`config.mk`:
```
export PLATFORM = sky130hd
export DESIGN_NAME = gripper_pickup_sequencer_top
export DESIGN_NICKNAME = d
export VERILOG_FILES = /design/src/hdl/gripseq_pkg.sv /design/src/hdl/gripseq_csr.sv /design/src/hdl/gripseq_step.sv /design/src/hdl/gripper_pickup_sequencer_top.sv
export VERILOG_INCLUDE_DIRS = /design/src /design/src/hdl
export SDC_FILE = /design/constraint.sdc
export NUM_CORES = 1
export LEC_CHECK = 0
export BUFFER_PORTS_ARGS = -buffer_cell sky130_fd_sc_hd__buf_4
export CAP_MARGIN = 30
export CORE_ASPECT_RATIO = 0.5
export CORE_MARGIN = 3
export CORE_UTILIZATION = 60
export DETAILED_ROUTE_END_ITERATION = 12
export PLACE_DENSITY = 0.8
export RECOVER_POWER = 50
export SYNTH_ARGS = -nofsm -noshare
export SYNTH_HDL_FRONTEND = slang
export SYNTH_SLANG_ARGS = --single-unit
```
`constraint.sdc`:
```
create_clock -name clock -period 12.5 [get_ports clock]
set_input_delay 2.5 -clock clock [delete_from_list [all_inputs] [get_ports clock]]
set_output_delay 2.5 -clock clock [all_outputs]
set_load 0.005 [all_outputs]
```
`src/hdl/gripper_pickup_sequencer_top_defines.svh`:
```
// assertion macros for the gripper pickup sequencer
`ifndef GRIPPER_PICKUP_SEQUENCER_TOP_DEFINES_SVH
`define GRIPPER_PICKUP_SEQUENCER_TOP_DEFINES_SVH

// same-cycle implication
`define GRIPSEQ_ASSERT_IMP(label, clk, rst, ante, cons, msg) \
   label: assert property (@(posedge clk) disable iff (rst) (ante) |-> (cons)) \
      else $error(msg);

// next-cycle implication
`define GRIPSEQ_ASSERT_NXT(label, clk, rst, ante, cons, msg) \
   label: assert property (@(posedge clk) disable iff (rst) (ante) |=> (cons)) \
      else $error(msg);

`endif

```
`src/hdl/gripseq_pkg.sv`:
```
// shared types and constants for the gripper pickup sequencer
package gripseq_pkg;

   localparam int TIMER_BITS_DEF = 16;

   localparam int CSR_IDX_W  = 2;
   localparam int CSR_DATA_W = 16;

   localparam logic [CSR_IDX_W-1:0] CSR_TARGET_BEARING   = 2'd0;
   localparam logic [CSR_IDX_W-1:0] CSR_ALIGN_TOLERANCE  = 2'd1;
   localparam logic [CSR_IDX_W-1:0] CSR_APPROACH_TIME_MS = 2'd2;

   localparam logic [15:0] TARGET_BEARING_RST   = 16'd0;
   localparam logic [13:0] ALIGN_TOLERANCE_RST  = 14'd313;
   localparam logic [15:0] APPROACH_TIME_MS_RST = 16'd3000;

   localparam int WAIT_MS   = 1000;
   localparam int VERIFY_MS = 2000;
   localparam int BACKUP_MS = 2250;

   localparam logic ACTION_STEP    = 1'b0;
   localparam logic ACTION_RESTART = 1'b1;

   typedef enum logic [3:0] {
      PH_ALIGN     = 4'd0,
      PH_RECHECK   = 4'd1,
      PH_APPROACH  = 4'd2,
      PH_CLOSE     = 4'd3,
      PH_PRE_RAISE = 4'd4,
      PH_VERIFY    = 4'd5,
      PH_BACKUP    = 4'd6,
      PH_FAILED    = 4'd7,
      PH_SUCCESS   = 4'd8
   } phase_type;

   typedef enum logic [1:0] {
      DRV_STOP = 2'd0,
      DRV_FWD  = 2'd1,
      DRV_REV  = 2'd2
   } drive_type;

   typedef enum logic [1:0] {
      TRN_NONE = 2'd0,
      TRN_POS  = 2'd1,
      TRN_NEG  = 2'd2
   } turn_type;

   typedef enum logic [1:0] {
      FNG_KEEP  = 2'd0,
      FNG_OPEN  = 2'd1,
      FNG_CLOSE = 2'd2
   } finger_type;

   typedef enum logic [1:0] {
      WR_KEEP  = 2'd0,
      WR_DOWN  = 2'd1,
      WR_UP    = 2'd2,
      WR_CARRY = 2'd3
   } wrist_type;

   typedef struct packed {
      logic [15:0] target_bearing;
      logic [13:0] align_tolerance;
      logic [15:0] approach_time_ms;
   } cfg_type;

   typedef struct packed {
      logic        action;
      logic [15:0] heading;
      logic [9:0]  elapsed_ms;
      logic        cube_held;
   } req_type;

   typedef struct packed {
      phase_type phase;
      logic      checked_once;
      drive_type drive;
      turn_type  turn;
      logic      success;
   } seq_type;

   typedef struct packed {
      phase_type  phase;
      drive_type  drive;
      turn_type   turn;
      finger_type finger;
      wrist_type  wrist;
      logic       picked_up;
   } rsp_type;

endpackage

```
`src/hdl/gripseq_csr.sv`:
```
// configuration registers of the gripper pickup sequencer
module gripseq_csr
   import gripseq_pkg::*;
(
   input  logic                  clock,
   input  logic                  reset,
   input  logic                  csr_wr_en,
   input  logic [CSR_IDX_W-1:0]  csr_index,
   input  logic [CSR_DATA_W-1:0] csr_wdata,
   output cfg_type               cfg
);

   cfg_type cfg_ff;
   cfg_type cfg_in;

   always_comb begin
      cfg_in = cfg_ff;
      if (csr_wr_en) begin
         case (csr_index)
            CSR_TARGET_BEARING:   cfg_in.target_bearing   = csr_wdata;
            CSR_ALIGN_TOLERANCE:  cfg_in.align_tolerance  = csr_wdata[13:0];
            CSR_APPROACH_TIME_MS: cfg_in.approach_time_ms = csr_wdata;
            default: ;
         endcase
      end
   end

   always_ff @(posedge clock) begin
      if (reset) begin
         cfg_ff.target_bearing   <= TARGET_BEARING_RST;
         cfg_ff.align_tolerance  <= ALIGN_TOLERANCE_RST;
         cfg_ff.approach_time_ms <= APPROACH_TIME_MS_RST;
      end else begin
         cfg_ff <= cfg_in;
      end
   end

   assign cfg = cfg_ff;

endmodule

```
`src/hdl/gripseq_step.sv`:
```
// one sequencer step: timer update, heading error and phase transition
module gripseq_step
   import gripseq_pkg::*;
#(
   parameter int TIMER_BITS = TIMER_BITS_DEF
) (
   input  req_type                req,
   input  cfg_type                cfg,
   input  seq_type                seq,
   input  logic [TIMER_BITS-1:0]  timer,
   output seq_type                seq_nxt,
   output logic [TIMER_BITS-1:0]  timer_nxt,
   output rsp_type                rsp
);

   localparam int CMP_W = (TIMER_BITS > 16) ? TIMER_BITS : 16;

   logic [TIMER_BITS:0]   sum;
   logic [TIMER_BITS-1:0] tsat;
   logic [CMP_W-1:0]      tcmp;
   logic [15:0]           diff;
   logic signed [16:0]    err;
   logic signed [16:0]    tol;
   logic                  over;
   logic                  under;
   finger_type            finger;
   wrist_type             wrist;

   assign sum   = {1'b0, timer} + (TIMER_BITS + 1)'(req.elapsed_ms);
   assign tsat  = sum[TIMER_BITS] ? {TIMER_BITS{1'b1}} : sum[TIMER_BITS-1:0];
   assign tcmp  = CMP_W'(tsat);
   assign diff  = req.heading - cfg.target_bearing;
   assign err   = $signed({diff[15], diff});
   assign tol   = $signed({3'b000, cfg.align_tolerance});
   assign over  = err > tol;
   assign under = err < -tol;

   always_comb begin
      seq_nxt   = seq;
      timer_nxt = tsat;
      finger    = FNG_KEEP;
      wrist     = WR_KEEP;
      if (req.action == ACTION_RESTART) begin
         seq_nxt.phase        = PH_ALIGN;
         seq_nxt.checked_once = 1'b0;
         seq_nxt.drive        = DRV_STOP;
         seq_nxt.turn         = TRN_NONE;
         seq_nxt.success      = 1'b0;
         timer_nxt            = '0;
      end else begin
         case (seq.phase)
            PH_ALIGN: begin
               if (over) begin
                  seq_nxt.turn = TRN_POS;
               end else if (under) begin
                  seq_nxt.turn = TRN_NEG;
               end else begin
                  seq_nxt.turn  = TRN_NONE;
                  seq_nxt.phase = seq.checked_once ? PH_APPROACH : PH_RECHECK;
                  timer_nxt     = '0;
               end
               seq_nxt.drive = DRV_STOP;
               finger        = FNG_OPEN;
               wrist         = WR_DOWN;
            end
            PH_RECHECK: begin
               if (tcmp >= CMP_W'(WAIT_MS)) begin
                  seq_nxt.checked_once = 1'b1;
                  seq_nxt.phase        = PH_ALIGN;
               end
            end
            PH_APPROACH: begin
               seq_nxt.checked_once = 1'b0;
               seq_nxt.turn         = TRN_NONE;
               if (tcmp < CMP_W'(cfg.approach_time_ms)) begin
                  seq_nxt.drive = DRV_FWD;
               end else begin
                  seq_nxt.drive = DRV_STOP;
                  seq_nxt.phase = PH_CLOSE;
               end
            end
            PH_CLOSE: begin
               finger        = FNG_CLOSE;
               timer_nxt     = '0;
               seq_nxt.phase = PH_PRE_RAISE;
            end
            PH_PRE_RAISE: begin
               if (tcmp >= CMP_W'(WAIT_MS)) begin
                  wrist         = WR_UP;
                  seq_nxt.phase = PH_VERIFY;
               end
            end
            PH_VERIFY: begin
               if (tcmp < CMP_W'(VERIFY_MS)) begin
                  if (req.cube_held) begin
                     seq_nxt.phase = PH_SUCCESS;
                  end
               end else begin
                  timer_nxt     = '0;
                  seq_nxt.phase = PH_BACKUP;
               end
            end
            PH_BACKUP: begin
               if (tcmp < CMP_W'(BACKUP_MS)) begin
                  wrist         = WR_UP;
                  seq_nxt.drive = DRV_REV;
               end else begin
                  seq_nxt.drive = DRV_STOP;
                  seq_nxt.phase = PH_FAILED;
               end
            end
            PH_FAILED: ;
            PH_SUCCESS: begin
               wrist           = WR_CARRY;
               seq_nxt.success = 1'b1;
            end
            default: ;
         endcase
      end
   end

   always_comb begin
      rsp.phase     = seq_nxt.phase;
      rsp.drive     = seq_nxt.drive;
      rsp.turn      = seq_nxt.turn;
      rsp.finger    = finger;
      rsp.wrist     = wrist;
      rsp.picked_up = seq_nxt.success;
   end

endmodule

```
`src/hdl/gripper_pickup_sequencer_top.sv`:
```
// top level of the gripper pickup sequencer
// Timed pickup sequencer for a robot gripper: each request transaction carries
// the heading, the milliseconds since the last transaction and the cube sensor,
// and yields exactly one response transaction with the phase and the drive,
// turn, finger and wrist commands. A new request is taken every clock cycle
// while the response register is free or draining; each request passes the
// input register, then one combinational step on the sequence state into the
// response register; the pace is held by that single step on the shared state.
// A stalled response keeps its successor in the input register, so a receiver
// that holds off stops further requests after one more transaction.
// Configuration writes are taken at any time but belong to an idle block.
`include "gripper_pickup_sequencer_top_defines.svh"

module gripper_pickup_sequencer_top
   import gripseq_pkg::*;
#(
   parameter int TIMER_BITS = TIMER_BITS_DEF
) (
   input  logic                  clock,
   input  logic                  reset,
   input  logic                  req_valid,
   output logic                  req_ready,
   input  logic                  req_action,
   input  logic [15:0]           req_heading,
   input  logic [9:0]            req_elapsed_ms,
   input  logic                  req_cube_held,
   output logic                  rsp_valid,
   input  logic                  rsp_ready,
   output logic [3:0]            rsp_phase,
   output logic [1:0]            rsp_drive,
   output logic [1:0]            rsp_turn,
   output logic [1:0]            rsp_finger_cmd,
   output logic [1:0]            rsp_wrist_cmd,
   output logic                  rsp_picked_up,
   input  logic                  csr_wr_en,
   input  logic [CSR_IDX_W-1:0]  csr_index,
   input  logic [CSR_DATA_W-1:0] csr_wdata
);

   cfg_type               cfg;
   req_type               req_ff, req_in;
   logic                  req_valid_ff, req_valid_in;
   rsp_type               rsp_ff, rsp_in;
   logic                  rsp_valid_ff, rsp_valid_in;
   seq_type               seq_ff, seq_in, seq_step;
   logic [TIMER_BITS-1:0] timer_ff, timer_in, timer_step;
   rsp_type               rsp_step;
   logic                  req_take;
   logic                  adv;

   gripseq_csr u_csr (
      .clock     (clock),
      .reset     (reset),
      .csr_wr_en (csr_wr_en),
      .csr_index (csr_index),
      .csr_wdata (csr_wdata),
      .cfg       (cfg)
   );

   gripseq_step #(
      .TIMER_BITS (TIMER_BITS)
   ) u_step (
      .req       (req_ff),
      .cfg       (cfg),
      .seq       (seq_ff),
      .timer     (timer_ff),
      .seq_nxt   (seq_step),
      .timer_nxt (timer_step),
      .rsp       (rsp_step)
   );

   // input stage advances when the response register is free or draining
   assign adv       = req_valid_ff && (!rsp_valid_ff || rsp_ready);
   assign req_ready = !req_valid_ff || adv;
   assign req_take  = req_valid && req_ready;

   always_comb begin
      req_valid_in = req_take || (req_valid_ff && !adv);
      req_in       = req_ff;
      if (req_take) begin
         req_in.action     = req_action;
         req_in.heading    = req_heading;
         req_in.elapsed_ms = req_elapsed_ms;
         req_in.cube_held  = req_cube_held;
      end
      rsp_valid_in = adv || (rsp_valid_ff && !rsp_ready);
      rsp_in       = adv ? rsp_step : rsp_ff;
      seq_in       = adv ? seq_step : seq_ff;
      timer_in     = adv ? timer_step : timer_ff;
   end

   always_ff @(posedge clock) begin
      if (reset) begin
         req_valid_ff        <= 1'b0;
         rsp_valid_ff        <= 1'b0;
         seq_ff.phase        <= PH_ALIGN;
         seq_ff.checked_once <= 1'b0;
         seq_ff.drive        <= DRV_STOP;
         seq_ff.turn         <= TRN_NONE;
         seq_ff.success      <= 1'b0;
         timer_ff            <= '0;
      end else begin
         req_valid_ff <= req_valid_in;
         rsp_valid_ff <= rsp_valid_in;
         seq_ff       <= seq_in;
         timer_ff     <= timer_in;
      end
   end

   always_ff @(posedge clock) begin
      req_ff <= req_in;
      rsp_ff <= rsp_in;
   end

   assign rsp_valid      = rsp_valid_ff;
   assign rsp_phase      = rsp_ff.phase;
   assign rsp_drive      = rsp_ff.drive;
   assign rsp_turn       = rsp_ff.turn;
   assign rsp_finger_cmd = rsp_ff.finger;
   assign rsp_wrist_cmd  = rsp_ff.wrist;
   assign rsp_picked_up  = rsp_ff.picked_up;

   `GRIPSEQ_ASSERT_IMP(a_picked_in_success, clock, reset, rsp_valid_ff && rsp_ff.picked_up, rsp_ff.phase == PH_SUCCESS, "picked_up outside success phase")
   `GRIPSEQ_ASSERT_IMP(a_fwd_in_approach, clock, reset, rsp_valid_ff && rsp_ff.drive == DRV_FWD, rsp_ff.phase == PH_APPROACH, "forward drive outside approach")
   `GRIPSEQ_ASSERT_IMP(a_rev_in_backup, clock, reset, rsp_valid_ff && rsp_ff.drive == DRV_REV, rsp_ff.phase == PH_BACKUP, "reverse drive outside back-up")
   `GRIPSEQ_ASSERT_IMP(a_close_to_raise, clock, reset, rsp_valid_ff && rsp_ff.finger == FNG_CLOSE, rsp_ff.phase == PH_PRE_RAISE, "finger close not followed by pre-raise")
   `GRIPSEQ_ASSERT_NXT(a_adv_gives_rsp, clock, reset, adv, rsp_valid_ff, "processed transaction without response")

endmodule
```
# == Yosys cells after proc, flatten, opt, wreduce, memory -nomap -nowiden ==
# Cells that the tools add are included.
# totals
ff_bits,115
input_bits,51
elab_cells,87
# op_classes
addsub,3
order_cmp,6
eq_ne,10
muxes,28
n_reduce_logical,19
# op_table
cell,n
$mux 16,5
$pmux 16 s3,1
$mux 4,7
$pmux 4 s7,1
$add 16x10->17,1
$lt 16x17->1,1
$neg 14->17,1
$ge 16x10->1 const B,1
$gt 16x15->1,1
$lt 16x11->1 const B,1
$lt 16x12->1 const B,1
$lt 16x16->1,1
$sub 16x16->16,1
$eq 4x3->1 const B,3
$mux 10,1
$mux 2,5
$eq 4x2->1 const B,2
$pmux 2 s2,2
$pmux 2 s4,1
$pmux 2 s3,1
$reduce_and 2->1,3
$mux 5,1
$eq 4x1->1 const B,1
$eq 4x4->1 const B,1
other kinds (12),22

# == Longest topological paths before layout ==
# logic_depth
word_depth,6
ltp_mapped,22
depth_no_buf,21

# == By module ==
# Synthesis repeated with hierarchy kept, for this count alone.
# unflattened
hier_cells,854
area_unflattened_um2,8005.2
# modules_own_cells
module,instances,cells_per_inst,area_per_inst_um2
gripseq_step,1,510,3648.5
gripper_pickup_sequencer_top,1,164,2482.4
gripseq_csr,1,180,1874.3

# == Least setup slack after synthesis ==
# No wires, ideal clock.
# synth_timing
path_type,input port to output port
startpoint,input rsp_ready
endpoint,output req_ready
t_arrival_ns,2.766
required_ns,10.000
setup_slack_ns,7.234
path_stages,2
n_path_buf,0
cell_sequence,nor2b_1 -> nand2_1
# synth_via
elab_chain_len,3
# synth_rtl
element,line,source
from (decl),gripper_pickup_sequencer_top.sv:28,"input logic rsp_ready,"
$logic_or 1x1->1,gripper_pickup_sequencer_top.sv:73,assign adv = req_valid_ff && (!rsp_valid_ff || rsp_ready);
$logic_and 1x1->1,gripper_pickup_sequencer_top.sv:73,
$logic_or 1x1->1,gripper_pickup_sequencer_top.sv:74,assign req_ready = !req_valid_ff || adv;
to (decl),gripper_pickup_sequencer_top.sv:22,"output logic req_ready,"
# Every way passes these cells.

# == Worst setup path in the final report ==
# Same ends and word-level chain as after synthesis.

==> results.yml <==
status:
  status: "finished with violations"
  failed_checks: "max-capacitance violations, max-slew violations"
clock_network:
  postCtsHoldBufs: 0
  cts_root_buf: "clkbuf_16"
  cts.sinks: 115
  clock_latency_ns: 0.42
  clk_path_buf_depth: 2
  numCtsBuffers: 17
  cts_tree: "done"
  clk_pin_slew_ns: 0.05
  cts_resized: 0
  cts_max_level: 4
  cts_setup_buffers: 0
final_layout:
  finalNetCount: 1010
  drive_above_1_share: 0.138
  multi_input_area_um2: 4190
  antennaDiodeCount: 0
  fill_cells: 830
  ff_latch_area_um2: 2710
  final_cells: 1062
  area_growth_pct: 16.9
placed_design:
  dp_hpwl_mm: 12.9
  gp_congestion: 0.915
  dp_cells: 1030
  port_buffers: 65
synth:
  netlist_area_um2: 7270
  syn_inst: 832
  ys_types: 79
  synth-main-ff-cell: "dfxtp_1"
  syn_nets: 952
  synth_edf_count: 41
  ys.warnings.count: 0
  syn_area_per_cell_um2: 8.73
  synthArstFlopShare: 0
  ys_ff_latch: 115
  ys_seq_area_frac: 0.373
timing:
  fin_tns_setup_ns: 0
  fin_worst_skew_ns: 0.00817
  grt_setup_unrepaired: "false"
  clock.fmax_mhz: 180
  finalSetupViolCount: 0
  relSlewSlack: -0.346
  period_needed_ns: 5.57
  hold_viol_final: 0
  tightest_slew_ns: 2.02
  period_share: 0.445
  drv_slew: 75
die:
  die_area_um2: 13500
  core-area_um2: 11400
  die_w_um: 162
  fp-row-count: 27
  die_h_um: 83.8
  initial_core_util: 0.638
  ios: 66
drt:
  firstDrtPassIters: 5
  drt-initial-drc-count: 579
  drc: 0
  ant_nets: 0
  viasPerCell: 6.06
  via_count: 6433
  drt_wl_total_mm: 18.4
  wl_per_cell_um: 17.4
power:
  intPower_uw: 845
  power_mw: 1.15
  power.share.clock: 0.461
  ir_drop_mv: 0.0814
  p_per_area_nw_per_um2: 135
  seq_power_share: 0.364
  p_leak_nw: 3.51
  p_sw_uw: 301
  sw_frac_of_total: 0.263
  power_frac_comb: 0.175
setup_path:
  worstPathRequired_ns: 10.00
  start_kind: "input pin"
  arrival_ns: 3.07
  crit_type: "in -> out"
  timing.rr.start: "req_ff[1]"
  critPathMaxFanout: 4
  r2r-end: "rsp_phase[0]"
  r2r_slack_ns: 7.37
  reg2reg_depth: 16
  end_kind: "primary output"
global_route:
  overflow: 0
  grtUsageTotal: 0.282
  first_global_vias: 6327
  antenna_found_initial: 0
  top_usage_layer: "met2"
  grt_use_met1: 0.383
  use_met3: 0.0610
  grt_max_degree: 46
  gr-usage-met2: 0.450
  grt_first_pass_wirelength_mm: 30.9
min_path:
  worstHoldPathType: "reg -> reg"
  hold_end: "seq_ff[3]"
  min_path_cells: 2
  worstHoldStart: "seq_ff[3]"
job:
  cap_violations: 2
layout by cell type, fill, tap and decap left out, types with 3 or more instances in the layout:
cell type	instances
nand2b_1	12
nor4_1	6
o21ai_0	23
ha_1	67
inv_1	64
mux2i_1	7
a31oi_1	11
and2_1	6
dfxtp_1	74
clkbuf_16	17
o22ai_1	3
a32o_1	15
or2_2	4
nand3_1	15
clkinv_2	4
nor3_1	19
a32oi_1	3
o211ai_1	23
o21a_1	10
buf_4	40
nor2_1	61
a21oi_1	69
a22oi_1	6
nand4_1	9
clkbuf_4	29
and3_1	3
edfxtp_1	41
o21ai_1	3
a211oi_1	4
xor2_1	7
or3_1	7
clkbuf_1	4
bufinv_16	5
nand2_1	125
xnor2_1	24
or4_1	3
o21bai_1	3
a21o_1	16
nor2b_1	5
power by group through the flow:
stage / logic [mW] / clock network (mW) / registers (mW)
finish: 0.201 / 0.528 / 0.416
global route: 0.222 / 0.553 / 0.418
CTS: 0.198 / 0.530 / 0.416
detailed placement: 0.192 / 0 / 0.423
global placement: 0.185 / 0 / 0.423
floorplan: 0.141 / 0 / 0.419
cells by family (layout without fill, tap and decap cells):
| kind of cell | Yosys count | count (layout) | share of synthesized area |
|---|---|---|---|
| AND/OR/NAND/NOR | 289 | 289 | 0.186 |
| AO/OA/AOI/OAI | 223 | 223 | 0.219 |
| adder cells (fa/ha/maj) | 69 | 69 | 0.121 |
| buffers and inverters | 96 | 167 | 0.0508 |
| XOR/XNOR | 31 | 31 | 0.0374 |
| multiplexers | 9 | 9 | 0.0127 |
| flip-flops | 115 | 115 | 0.373 |
how the worst max path moves through the flow:
stage / from / end / slack, ns / depth (start not counted)
finish: rsp_ready / req_ready / 6.93 / 4
global route: rsp_ready / req_ready / 6.91 / 4
CTS: rsp_ready / req_ready / 6.95 / 4
global placement: rsp_ready / req_ready / 6.98 / 4
detailed placement: rsp_ready / req_ready / 6.96 / 4
floorplan: rsp_ready / req_ready / 7.23 / 2
layout make-up:
class / instances / share of cell area
clock inverter: 12 / 0.0218
sequential: 115 / 0.319
timing repair buffer: 71 / 0.0619
tap: 159 / 0.0234
inverter: 64 / 0.0283
clock buffer: 20 / 0.0526
multi-input combinational: 621 / 0.493
synth_stat cells (all sizes together) (9+ instances only):
cell	count	area share
a21o	17	0.018
a21oi	69	0.048
a31oi	11	0.0095
a32o	15	0.021
clkbuf	28	0.014
dfxtp	74	0.20
edfxtp	41	0.17
ha	67	0.12
inv	64	0.033
nand2	125	0.065
nand2b	12	0.010
nand3	16	0.012
nand4	9	0.0077
nor2	61	0.032
nor3	19	0.013
o211ai	23	0.024
o21a	12	0.014
o21ai	27	0.019
xnor2	24	0.029
per-layer routing:
| metal | share of wire | up-vias |
|---|---|---|
| met5 | 0 | - |
| met4 | 0.015 | 0 |
| met3 | 0.066 | 32 |
| met2 | 0.45 | 224 |
| met1 | 0.47 | 3053 |
| li1 | - | 3124 |
worst max-delay path, stage by stage:
cell and delay, ns:
clkbuf_4 0.11, nor2b_1 0.22, nand2_1 0.10, buf_4 0.14
sequential cells by signal, indices dropped and copies added, names as in the netlist:
| signal | flops |
|---|---|
| rsp_turn | 2 |
| rsp_finger_cmd | 2 |
| rsp_drive | 2 |
| rsp_wrist_cmd | 2 |
| req_ff | 28 |
| seq_ff | 10 |
| timer_ff | 16 |
| u_csr.cfg | 46 |
| rsp_valid | 1 |
| rsp_picked_up | 1 |
| rsp_phase | 4 |
| req_valid_ff | 1 |
stage by stage:
step / hold WS, ns / setup slack, ns / utilization / instance area (um2)
CTS: 0.459 / 6.95 / 0.747 / 8500
global placement: 0.443 / 6.98 / 0.690 / 7860
floorplan: 0.432 / 7.23 / - / 7270
global route: 0.482 / 6.91 / 0.746 / 8490
finish: 0.459 / 6.93 / 0.746 / 8490
detailed placement: 0.452 / 6.96 / 0.691 / 7870
Note: power is estimated with default switching activity, not from simulation.
